File: config.mk
export PLATFORM = sky130hd
export DESIGN_NAME = particulate_frame_parser_core
export DESIGN_NICKNAME = d
export VERILOG_FILES = /design/src/rtl/pfp_pkg.sv /design/src/rtl/particulate_frame_parser_core.sv /design/src/rtl/pfp_frame_track.sv /design/src/rtl/pfp_out_reg.sv
export SDC_FILE = /design/constraint.sdc
export NUM_CORES = 1
export LEC_CHECK = 0
export BUFFER_PORTS_ARGS = -buffer_cell sky130_fd_sc_hd__buf_2
export CAP_MARGIN = 10
export CORE_MARGIN = 4
export CORE_UTILIZATION = 58
export CTS_CLUSTER_DIAMETER = 30
export CTS_CLUSTER_SIZE = 40
export DETAILED_ROUTE_END_ITERATION = 12
export GPL_TIMING_DRIVEN = 0
export PLACE_DENSITY_LB_ADDON = 0.25
export SETUP_SLACK_MARGIN = 0.3
export SLEW_MARGIN = 20
export SYNTH_ARGS = -nofsm -noshare
export SYNTH_HDL_FRONTEND = slang
export SYNTH_HIERARCHICAL = 1
export SYNTH_SLANG_ARGS = --single-unit
export TNS_END_PERCENT = 50
File: constraint.sdc
create_clock -name i_clk -period 7.3 [get_ports i_clk]
set_input_delay 0.73 -clock i_clk [delete_from_list [all_inputs] [get_ports i_clk]]
set_output_delay 0.73 -clock i_clk [all_outputs]
set_load 0.05 [all_outputs]
File: src/rtl/pfp_pkg.sv
package pfp_pkg;

    // Frame framing bytes and the reset value of the command register.
    localparam logic [7:0] HEADER_BYTE = 8'hAA;
    localparam logic [7:0] TAIL_BYTE   = 8'hAB;
    localparam logic [7:0] CMD_RESET   = 8'hC0;

    localparam int BYTE_W    = 8;
    localparam int RAW_W     = 16;
    localparam int READING_W = 13;
    localparam int POS_W     = 4;

    typedef logic [POS_W-1:0] t_pos;

    // Byte positions within a ten-byte frame.
    localparam t_pos POS_HEADER   = 4'd0;
    localparam t_pos POS_COMMAND  = 4'd1;
    localparam t_pos POS_SMALL_LO = 4'd2;
    localparam t_pos POS_SMALL_HI = 4'd3;
    localparam t_pos POS_LARGE_LO = 4'd4;
    localparam t_pos POS_LARGE_HI = 4'd5;
    localparam t_pos POS_SUM_LAST = 4'd7;
    localparam t_pos POS_CHECKSUM = 4'd8;
    localparam t_pos POS_TAIL     = 4'd9;

    // One result as it travels from the frame tracker to the output register.
    typedef struct packed {
        logic [READING_W-1:0] pm_small;
        logic [READING_W-1:0] pm_large;
        logic                 frame_accepted;
    } t_result;

endpackage

File: src/rtl/particulate_frame_parser_core.sv
// Channel  | Direction | Handshake                   | Payload
// ---------+-----------+-----------------------------+--------------------------------------
// rx       | in        | i_rx_valid / o_rx_stall     | i_rx_byte
// res      | out       | o_res_valid / i_res_stall   | o_pm_small, o_pm_large,
//          |           |                             | o_frame_accepted
// cfg      | in        | i_cfg_valid / o_cfg_ready   | i_cfg_expected_command
//
// Each byte request is captured in the input register and then passes through the frame logic,
// so one byte is accepted every cycle while no frame-ending byte is held back. The result of a
// tenth byte is loaded into the output register as that byte leaves the input register.
// The per-frame work (checks, checksum, divide by ten via a reciprocal multiply) sits
// between the input register and the result register.
// Reset is synchronous and active low; it restarts framing at byte zero, clears the held
// readings and sets the command register to 0xC0.
// Only the tenth byte of a frame can be held back, and only while a result waits under
// stall; the other bytes keep flowing.
module particulate_frame_parser_core (
    input  logic                              i_clk,
    input  logic                              i_rst_n,
    input  logic                              i_rx_valid,
    output logic                              o_rx_stall,
    input  logic [pfp_pkg::BYTE_W-1:0]        i_rx_byte,
    output logic                              o_res_valid,
    input  logic                              i_res_stall,
    output logic [pfp_pkg::READING_W-1:0]     o_pm_small,
    output logic [pfp_pkg::READING_W-1:0]     o_pm_large,
    output logic                              o_frame_accepted,
    input  logic                              i_cfg_valid,
    output logic                              o_cfg_ready,
    input  logic [pfp_pkg::BYTE_W-1:0]        i_cfg_expected_command
);

    logic                         r_in_valid;
    logic [pfp_pkg::BYTE_W-1:0]   r_in_byte;
    logic [pfp_pkg::BYTE_W-1:0]   r_command;

    logic                         w_last;
    logic                         w_out_free;
    logic                         w_go;
    logic                         w_rx_accept;
    pfp_pkg::t_result             w_next_result;
    pfp_pkg::t_result             w_out_result;

    // The output register can take a new result when it is empty or drained this cycle.
    assign w_out_free  = !o_res_valid || !i_res_stall;
    // A byte that ends a frame needs room in the output register; others always proceed.
    assign w_go        = r_in_valid && (!w_last || w_out_free);
    assign o_rx_stall  = r_in_valid && !w_go;
    assign w_rx_accept = i_rx_valid && !o_rx_stall;

    // The command register is always writable.
    assign o_cfg_ready = 1'b1;

    always_ff @(posedge i_clk) begin
        if (!i_rst_n) begin
            r_in_valid <= 1'b0;
            r_command  <= pfp_pkg::CMD_RESET;
        end else begin
            if (w_rx_accept) begin
                r_in_valid <= 1'b1;
            end else if (w_go) begin
                r_in_valid <= 1'b0;
            end
            if (i_cfg_valid && o_cfg_ready) begin
                r_command <= i_cfg_expected_command;
            end
        end
    end

    always_ff @(posedge i_clk) begin
        if (w_rx_accept) begin
            r_in_byte <= i_rx_byte;
        end
    end

    pfp_frame_track u_frame_track (
        .i_clk     (i_clk),
        .i_rst_n   (i_rst_n),
        .i_go      (w_go),
        .i_byte    (r_in_byte),
        .i_command (r_command),
        .o_last    (w_last),
        .o_result  (w_next_result)
    );

    pfp_out_reg u_out_reg (
        .i_clk    (i_clk),
        .i_rst_n  (i_rst_n),
        .i_load   (w_go && w_last),
        .i_result (w_next_result),
        .i_stall  (i_res_stall),
        .o_valid  (o_res_valid),
        .o_result (w_out_result)
    );

    assign o_pm_small       = w_out_result.pm_small;
    assign o_pm_large       = w_out_result.pm_large;
    assign o_frame_accepted = w_out_result.frame_accepted;

`ifndef SYNTHESIS
    a_result_from_last_byte: assert property (@(posedge i_clk) disable iff (!i_rst_n)
        $rose(o_res_valid) |-> $past(w_go && w_last))
        else $error("result appeared without a frame-ending byte");

    a_in_reg_holds: assert property (@(posedge i_clk) disable iff (!i_rst_n)
        (r_in_valid && !w_go) |=> r_in_valid && $stable(r_in_byte))
        else $error("held input byte was lost or overwritten");
`endif

endmodule

File: src/rtl/pfp_frame_track.sv
module pfp_frame_track (
    input  logic                              i_clk,
    input  logic                              i_rst_n,
    input  logic                              i_go,
    input  logic [pfp_pkg::BYTE_W-1:0]        i_byte,
    input  logic [pfp_pkg::BYTE_W-1:0]        i_command,
    output logic                              o_last,
    output pfp_pkg::t_result                  o_result
);

    // Divide by ten as a multiply by ceil(2^19 / 10) and a shift; exact for 16-bit inputs.
    localparam logic [31:0] RECIP_10    = 32'd52429;
    localparam int          RECIP_SHIFT = 19;

    function automatic logic [pfp_pkg::READING_W-1:0] div_by_ten(
        input logic [pfp_pkg::RAW_W-1:0] raw
    );
        logic [31:0] prod;
        prod = 32'(raw) * RECIP_10;
        return prod[RECIP_SHIFT +: pfp_pkg::READING_W];
    endfunction

    pfp_pkg::t_pos                    r_pos,         n_pos;
    logic                             r_good,        n_good;
    logic [pfp_pkg::BYTE_W-1:0]       r_sum,         n_sum;
    logic [pfp_pkg::RAW_W-1:0]        r_raw_small,   n_raw_small;
    logic [pfp_pkg::RAW_W-1:0]        r_raw_large,   n_raw_large;
    logic [pfp_pkg::READING_W-1:0]    r_held_small,  n_held_small;
    logic [pfp_pkg::READING_W-1:0]    r_held_large,  n_held_large;
    logic                             w_accept;

    always_comb begin
        n_pos        = r_pos;
        n_good       = r_good;
        n_sum        = r_sum;
        n_raw_small  = r_raw_small;
        n_raw_large  = r_raw_large;
        n_held_small = r_held_small;
        n_held_large = r_held_large;

        o_last   = (r_pos >= pfp_pkg::POS_TAIL);
        w_accept = r_good && (i_byte == pfp_pkg::TAIL_BYTE);

        if ((r_pos >= pfp_pkg::POS_SMALL_LO) && (r_pos <= pfp_pkg::POS_SUM_LAST)) begin
            n_sum = r_sum + i_byte;
        end

        unique case (r_pos)
            pfp_pkg::POS_HEADER: begin
                if (i_byte != pfp_pkg::HEADER_BYTE) n_good = 1'b0;
            end
            pfp_pkg::POS_COMMAND: begin
                if (i_byte != i_command) n_good = 1'b0;
            end
            pfp_pkg::POS_SMALL_LO: n_raw_small = {r_raw_small[15:8], i_byte};
            pfp_pkg::POS_SMALL_HI: n_raw_small = {i_byte, r_raw_small[7:0]};
            pfp_pkg::POS_LARGE_LO: n_raw_large = {r_raw_large[15:8], i_byte};
            pfp_pkg::POS_LARGE_HI: n_raw_large = {i_byte, r_raw_large[7:0]};
            pfp_pkg::POS_CHECKSUM: begin
                if (i_byte != r_sum) n_good = 1'b0;
            end
            default: ;
        endcase

        if (o_last) begin
            if (w_accept) begin
                n_held_small = div_by_ten(r_raw_small);
                n_held_large = div_by_ten(r_raw_large);
            end
            n_pos       = pfp_pkg::POS_HEADER;
            n_good      = 1'b1;
            n_sum       = '0;
            n_raw_small = '0;
            n_raw_large = '0;
        end else begin
            n_pos = r_pos + 4'd1;
        end

        o_result.pm_small       = n_held_small;
        o_result.pm_large       = n_held_large;
        o_result.frame_accepted = w_accept;
    end

    always_ff @(posedge i_clk) begin
        if (!i_rst_n) begin
            r_pos        <= pfp_pkg::POS_HEADER;
            r_good       <= 1'b1;
            r_sum        <= '0;
            r_raw_small  <= '0;
            r_raw_large  <= '0;
            r_held_small <= '0;
            r_held_large <= '0;
        end else if (i_go) begin
            r_pos        <= n_pos;
            r_good       <= n_good;
            r_sum        <= n_sum;
            r_raw_small  <= n_raw_small;
            r_raw_large  <= n_raw_large;
            r_held_small <= n_held_small;
            r_held_large <= n_held_large;
        end
    end

`ifndef SYNTHESIS
    a_pos_in_frame: assert property (@(posedge i_clk) disable iff (!i_rst_n)
        r_pos <= pfp_pkg::POS_TAIL)
        else $error("byte position left the frame");

    a_restart_after_last: assert property (@(posedge i_clk) disable iff (!i_rst_n)
        (i_go && o_last) |=> (r_pos == pfp_pkg::POS_HEADER) && r_good && (r_sum == '0))
        else $error("frame state not restarted after the last byte");

    a_held_only_on_accept: assert property (@(posedge i_clk) disable iff (!i_rst_n)
        (i_go && !(o_last && w_accept)) |=> $stable(r_held_small) && $stable(r_held_large))
        else $error("held readings changed without an accepted frame");
`endif

endmodule

File: src/rtl/pfp_out_reg.sv
module pfp_out_reg (
    input  logic              i_clk,
    input  logic              i_rst_n,
    input  logic              i_load,
    input  pfp_pkg::t_result  i_result,
    input  logic              i_stall,
    output logic              o_valid,
    output pfp_pkg::t_result  o_result
);

    logic             r_valid;
    pfp_pkg::t_result r_result;

    // Loads only happen when the register is empty or being taken this cycle.
    always_ff @(posedge i_clk) begin
        if (!i_rst_n) begin
            r_valid <= 1'b0;
        end else if (i_load) begin
            r_valid <= 1'b1;
        end else if (!i_stall) begin
            r_valid <= 1'b0;
        end
    end

    always_ff @(posedge i_clk) begin
        if (i_load) begin
            r_result <= i_result;
        end
    end

    assign o_valid  = r_valid;
    assign o_result = r_result;

endmodule
==> results summary, run 1 <==
The run finished with clean final reports. The maximum resistive drop on vdd came out at 0.135 mV. The leakage component of the power is 8.25 nW. The worst min-delay path startpoint is u_frame_track/r_held_large[8]. The number of filler instances in the final layout is 1,980. The proportion of register bits with asynchronous set or reset after synthesis is 0%.

Leaving out filler cells and counting taps, the final layout contains 1,817. The worst clock skew is 7.04 ps. Setup repair after global routing left no endpoint under its margin. The slack of the worst reg-to-reg path came out at 1190 ps. The type of the setup path with the least slack is flip-flop to flip-flop. The initial antenna violation count is 0.

The wire length after detailed routing is 31.2 mm. The number of global-route vias before repair came out at 10,306. The total overflow left after global routing is 0. The maximum root-to-sink buffer count came out at 2. The number of inserted diodes is 0. The cell depth of the worst flop-to-flop path came out at 21.

The CTS H-tree depth is 4. The post-synthesis instance total came out at 1,417. Global routing used 25.1% of the available tracks across all layers. The area of the core came out at 23,500 um2. The synthesized design contains 35 enable-type register cells. The initial DRC count is 699. From bottom edge to top edge, the die measures 163 um. The critical-path cell with the highest stage delay is fa_1. For this run, the post-layout net count is 1,938.

The slew of the pin with the lowest slew margin came out at 1110 ps. The first-pass GRT wire length is 52.5 mm. The share of the core filled with cells is 64.2%.

Ranked by total cell area, the synthesized netlist is headed by ha_1 (25%), fa_1 (23%), dfxtp_1 (12%), inv_1 (8.8%), edfxtp_1 (7.6%). The worst setup path is launched from a flip-flop. The area of all sequential standard cells is 2670 um2.

The signal on the critical path passes through inv_1, ha_1, inv_1, ha_1, inv_1, fa_1, inv_1, fa_1, fa_1, inv_1, fa_1, inv_1, ha_1, a21oi_1, o21ai_0, a2111o_1, a22oi_2, o21ai_2, a21oi_1, xor2_1, o21ai_0. The number of hold-repair buffers added at the cts stage came out at 0. The hold violation count in the final report came out at 0. The post-synthesis cell type count is 71. The post-synthesis to final-layout area growth came out at 8.77%.

The final weighted congestion of routability-driven global placement came out at 0.895. The count of cells along the worst hold path came out at 2. The dominant cell type by area after synthesis is ha_1. After synthesis the cells add up to 13,900 um2. The total number of vias is 10,052. The post-detailed-route count of antenna-violating nets came out at 0. Among all flip-flop cells after synthesis, the most frequent one is dfxtp_1. The maximum clock frequency came out at 164 MHz. The largest stage delay on the critical path came out at 550 ps. The number of placed instances, taps included, is 1,785. The mean instance size in the synthesized netlist came out at 9.78 um2. The headroom to the max-slew limit came out at 25.1%. The total buffers and inverters traversed by the critical path is 6. The worst-skew pair later-pin latency is 420 ps. The share of final-layout standard cells stronger than drive strength 1 is 7.48%. The clock transition time at the flip-flop clock pins of the worst setup and hold paths came out at 60 ps.

The number of top-level pins is 51. The most common cell type on the critical path is inv_1. The floorplan step defined a die boundary enclosing 26,400 um2. The worst min-delay path endpoint is u_frame_track/r_held_large[8]. The critical path arrival is 6240 ps.

The cell sitting at the root of the clock tree is a clkbuf_16. The synthesis-stage register bit count came out at 116. The net count of the mapped netlist came out at 1,870. The kind of end point of the critical path is a flip-flop.

The iteration count of the initial detailed-routing pass came out at 5. In the final layout, the multi-input gates occupy 9860 um2. Dividing the final minimum period by the clock period gives 83.7%. The number of core rows is 56.

Setup total negative slack on the finished layout was measured at 0 ps. The worst hold path belongs to the class flip-flop to flip-flop. The floorplan step set the die width to 163 um. The required time at the worst-slack endpoint is 7430 ps.

Input and output buffers added on the ports amount to 48. Grouping stages by cell kind, the critical path spends the most delay in adder cells. Post-CTS timing repair inserted 0 buffers for setup. The ratio of routed vias to standard cells came out at 5.53. The max-slew violation count is 0.

The largest net degree at the start of global routing came out at 27. The clock period could shrink to 6110 ps. The reported max-cap violation count is 0. The total power divided by cell area is 102 nW/um2. In this run the critical register-to-register path is launched from u_frame_track/r_raw_small[14]. TritonCTS built the clock tree. Detailed placement finished with a half-perimeter wire length of 25.9 mm. The worst slack at placement came out at 1270 ps. The smallest setup slack after layout came out at 1190 ps. After detailed routing, the number of remaining DRC violations is 0. The initial core utilization came out at 59.0%. The quantity of gates resized following cts is 0. The number of clock sinks came out at 116.

In this run the critical register-to-register path is captured at u_out_reg/o_result[25]. The fraction of synthesized cell area taken by the top area cell type is 24.7%. The count of endpoints failing setup in the final report is 0. In this run the worst path has a maximum fanout of 7. For this run, the register share of the synthesized area comes to 19.3%. Yosys printed 6 warnings. The number of clock buffers inserted by TritonCTS is 17. The average wire length per cell after detail routing is 17.2 um.
[cells in the final DEF, fill, tap and decap left out, types with 31 or more instances in the layout]
| cell | instances |
|---|---|
| buf_2 | 51 |
| a22oi_1 | 39 |
| a21oi_1 | 47 |
| o21ai_0 | 31 |
| nand2_1 | 73 |
| inv_1 | 324 |
| edfxtp_1 | 35 |
| nor2_1 | 66 |
| dfxtp_1 | 81 |
| ha_1 | 273 |
| fa_1 | 159 |
[registers in the layout, summed over array words and instances, names as in the netlist]
| register | cells |
|---|---|
| r_command | 8 |
| r_in_byte | 8 |
| r_in_valid | 1 |
| u_frame_track/r_good | 1 |
| u_frame_track/r_held_large | 13 |
| u_frame_track/r_held_small | 13 |
| u_frame_track/r_pos | 4 |
| u_frame_track/r_raw_large | 16 |
| u_frame_track/r_raw_small | 16 |
| u_frame_track/r_sum | 8 |
| u_out_reg/o_result | 27 |
| u_out_reg/o_valid | 1 |
[final cells by class]
| cell class | instances | share of cell area, % |
|---|---|---|
| inverters | 326 | 8.12 |
| multi-input cells | 950 | 65.4 |
| clock inverters | 11 | 0.498 |
| flip-flops and latches | 116 | 17.7 |
| clock buffers | 21 | 3.06 |
| plain buffers | 25 | 0.747 |
| well taps | 319 | 2.65 |
| repair buffers | 49 | 1.78 |
[cell families (layout without fill, tap and decap cells)]
kind of cell	after synthesis	in the layout	share of synthesized area, %
other	1	1	0.0271
and+or+nand+nor	233	233	8.08
DFF	116	116	19.3
adders and majority gates	432	432	47.6
AOI/OAI and AO/OA	208	208	10.3
xor gates and xnor gates	58	58	3.67
muxes	18	18	1.37
buffers and inverters	351	432	9.64
[routing by layer]
metal	global-route usage (%)	wire [um]
met1	35.3	14500
met2	40.7	14400
met3	4.38	1790
met4	6.37	528
met5	0	0
[synthesized netlist by cell type (4+ instances only)]
cell,n
a211oi_1,6
o21ai_1,4
and3_1,4
ha_1,273
inv_1,324
nor3_1,6
a211o_1,6
or3_1,4
nor2_1,66
a21o_1,19
dfxtp_1,81
a21oi_1,48
nand2_1,73
mux2_2,8
nand3_1,28
fa_1,159
a31oi_1,8
o21bai_1,4
a22oi_1,39
nand4_1,11
clkbuf_1,16
xnor2_1,30
edfxtp_1,35
nor2b_1,12
mux2i_1,10
o31ai_1,6
and2_1,8
o21a_1,7
o21ai_0,31
o211ai_1,5
xor2_1,28
[worst reg2reg max path: cells and delay by family (launching register included)]
kind | cells | cell delay, ps
fa+ha+maj | 7 | 2900
xor+xnor | 1 | 190
flops | 1 | 530
buf+inv | 6 | 530
compound gates | 7 | 1670
[power breakdown]
group          internal, mW  switching, mW  leakage (nW)
clock network         0.454          0.310         0.272
registers             0.671         0.0153         0.997
logic                0.0369         0.0541          6.98
[how the worst max path moves through the flow]
stage / start / to / slack [ps] / cells after the start
floorplan: u_frame_track/r_raw_large[5] / u_out_reg/o_result[13] / 2040 / 20
global placement: u_frame_track/r_raw_small[14] / u_out_reg/o_result[26] / 1370 / 21
detailed placement: u_frame_track/r_raw_small[14] / u_out_reg/o_result[26] / 1270 / 21
CTS: u_frame_track/r_raw_large[14] / u_out_reg/o_result[13] / 1260 / 20
global route: u_frame_track/r_raw_small[14] / u_out_reg/o_result[20] / 870 / 21
finish: u_frame_track/r_raw_small[14] / u_out_reg/o_result[25] / 1190 / 21
[through the flow]
stage	hold WS (ps)	total power, mW	area, um2
floorplan	429	0.756	13900
global placement	436	0.787	14500
detailed placement	447	0.790	14500
CTS	454	1.55	15100
global route	468	1.59	15100
finish	456	1.54	15100
No activity file was read; power rests on OpenSTA's default activity.
==> run 2: changes to the inputs <==
==> constraint.sdc (replaced) <==
create_clock -name i_clk -period 6 [get_ports i_clk]
set_input_delay 0.6 -clock i_clk [delete_from_list [all_inputs] [get_ports i_clk]]
set_output_delay 0.6 -clock i_clk [all_outputs]
set_load 0.05 [all_outputs]
==> run 2 against run 1 <==
Against the previous run: power rose by 21%; via count rose by 1.3%; die area did not move; final area rose by 3.7%; clock skew rose by 4.0 ps; flip-flop and latch count did not move; core utilization rose by 2.4 points; clock power rose by 22%; non-clock buffer count rose by 15.
==> results summary, run 2 (same netlist as run 1, synthesis figures left out) <==
The maximum root-to-sink buffer count is 2 (unchanged). The CTS H-tree depth was 4 (unchanged). The clock transition time at the flip-flop clock pins of the worst setup and hold paths came out at 60 ps (about the same). The share of final-layout standard cells stronger than drive strength 1 came to 13.8% (+6.3 points). The post-synthesis to final-layout area growth came out at 12.8%.

The area of all sequential standard cells came out at 2770 um2 (+3.6%). The HPWL reported at the end of detailed placement is 25.9 mm (unchanged). The largest net degree at the start of global routing is 27 (unchanged).

The leading cell type in the layout, fill and taps excluded is inv_1. The total power divided by cell area is 120 nW/um2 (+17%). The total power of the final layout is 1.87 mW (+21%). The initial core utilization is 59.0% (unchanged). The worst slack at placement is -31.3 ps (-1300 ps).

Walking the worst path, the cells encountered are ha_4, inv_1, fa_1, inv_1, fa_1, fa_1, fa_1, inv_1, fa_1, inv_1, ha_4, nand4_1, a21oi_2, o31ai_4, or4_4, a311oi_4, or3_4, a31oi_2. The max-slew violation count is 0 (unchanged). The worst setup path is launched from a flip-flop.

The largest fanout on the critical path came out at 6 (-1). The area of all placed cells without fillers came out at 15,600 um2 (+3.7%). The post-detailed-route count of antenna-violating nets is 0 (unchanged). The x dimension of the die came to 163 um (unchanged). The worst hold path belongs to the class input pin to flip-flop. The iteration count of the initial detailed-routing pass is 7 (+2). The number of core rows is 56 (unchanged). The worst-skew pair later-pin latency is 420 ps (about the same).

The run finished with clean final reports. The global-route total usage across every layer came out at 25.2% (+0.072 points). The most numerous cell type found on the critical path is fa_1. The setup TNS is 0 ps (unchanged).

The area of the core is 23,500 um2 (unchanged). TritonCTS built the clock tree. The count of buffers from port buffering came out at 48 (unchanged). The area of combinational cells with multiple inputs is 10,200 um2 (+3.5%). The worst clock skew is 11.1 ps (+4.03 ps). The number of clock sinks came out at 116 (unchanged). The kind of end point of the critical path is a flip-flop. The total number of vias is 10,180 (+1.3%). The first-pass GRT wire length is 52.7 mm (+0.29%). The total overflow reported by the global router is 0 (unchanged). The wire length after detailed routing came to 32.1 mm (+2.8%). The count of endpoints failing setup in the final report came out at 0 (unchanged). The average wire length per cell after detail routing is 17.5 um (+2.0%). The smallest setup slack after layout is 357 ps (-834 ps). The non-filler instance count after layout came out at 1,832 (+0.83%). The y dimension of the die was 163 um (unchanged).

The final period utilization came out at 94.0% (+10 points). The number of inserted diodes came out at 0 (unchanged). The largest stage delay on the critical path is 520 ps (-30 ps).

The net count of the finished layout is 1,953 (+0.77%). The initial antenna violation count is 0 (unchanged). The die area is 26,400 um2 (unchanged).

The slowest stage of the critical path belongs to the cell fa_1. The required time at the worst-slack endpoint came out at 6140 ps (-1290 ps). Clock tree synthesis selected as its root buffer the cell clkbuf_16. The number of hold-repair buffers added at the cts stage is 0 (unchanged). The instance count after placement with tap cells included came out at 1,785 (unchanged). Setup repair after global routing could not meet its margin everywhere. The hold violation count in the final report is 0 (unchanged). The maximum clock frequency was 177 MHz (+8.3%). The critical path is of the flip-flop to flip-flop type. The maximum resistive drop on vdd came to 0.165 mV (+22%). The number of filler instances in the final layout came to 1,889 (-4.6%). The final weighted congestion of routability-driven global placement came out at 0.895 (unchanged). The slew of the pin with the lowest slew margin came to 1080 ps (-38.1 ps).

The number of global-route vias before repair came out at 10,336 (+0.29%). The top cell types in the final layout, fill and taps aside, are inv_1 (319), ha_1 (250), fa_1 (158). The initial DRC count was 721 (+3.1%). The reported max-cap violation count is 0 (unchanged). The shortest period the worst path allows is 5640 ps (-466 ps). The number of design rule violations left after detail routing came out at 0 (unchanged). The placed standard-cell area is 14,500 um2 (unchanged). The ratio of routed vias to standard cells is 5.56 (+0.44%). The leakage component of the power came out at 8.30 nW (+0.63%). The number of clock buffers inserted by TritonCTS is 17 (unchanged). The flip-flop count of the largest register, all copies and words added is 27 (unchanged). The critical path arrival is 5780 ps (-460 ps). The headroom to the max-slew limit was 27.7% (+2.6 points). The number of top-level pins was 51 (unchanged).
-- run 2: cell count changes in the layout (fill, tap and decap cells not counted), moves of 5 or more --
cell | previous run | this run
dfxtp_2 | 0 | 10
ha_2 | 0 | 8
a21oi_2 | 1 | 7
dfxtp_4 | 0 | 22
a21oi_1 | 47 | 41
inv_2 | 1 | 6
ha_1 | 273 | 250
inv_1 | 324 | 319
buf_4 | 2 | 17
ha_4 | 0 | 15
dfxtp_1 | 81 | 49
-- run 2: worst max-delay path: cells and delay by family (launching register included) --
kind | cells | cell delay, ps
buf+inv | 4 | 240
compound gates | 4 | 840
flops | 1 | 380
simple gates | 3 | 890
fa+ha+maj | 7 | 3000
-- run 2: per-stage QoR --
step	hold WS (ps)	utilization, %
after floorplan	429	-
after global placement	436	61.7
after detailed placement	447	61.9
after CTS	338	64.6
after global routing	338	66.6
final	357	66.6
-- run 2: final timing paths --
| kind | start | to | slack [ps] | cells after the start |
|---|---|---|---|---|
| max reg2reg | u_frame_track/r_raw_large[3] | u_out_reg/o_result[13] | 360 | 18 |
| min reg2reg | u_frame_track/r_held_small[8] | u_frame_track/r_held_small[8] | 460 | 2 |
| min | i_rx_byte[3] | r_in_byte[3] | 360 | 1 |
| max | u_frame_track/r_raw_large[3] | u_out_reg/o_result[13] | 360 | 18 |
-- run 2: cell type report --
type,count,area share (%)
multi-input combinational,950,65.3
clock buffer,21,2.96
buffer,25,0.721
tap,319,2.56
clock inverter,11,0.481
sequential,116,17.7
inverter,326,7.83
timing repair buffer,64,2.43
-- run 2: layer usage --
metal,up-vias,track usage [%],routed length (um)
met5,-,0,0
met4,0,6.52,608
met3,44,4.23,1920
met2,289,41.0,14900
met1,4995,35.4,14700
li1,4852,-,-
-- run 2: what timing repair did --
action	4_1_cts	5_1_grt
cloned	0	0
buffers inserted	1	14
setup endpoints to repair	28	37
pin swaps	4	17
resized for setup	39	79
-- run 2: power by group --
group | switching, mW | internal [mW] | total (mW)
logic | 0.0670 | 0.0461 | 0.113
registers | 0.0188 | 0.807 | 0.826
clock network | 0.380 | 0.553 | 0.933
total | 0.465 | 1.41 | 1.87
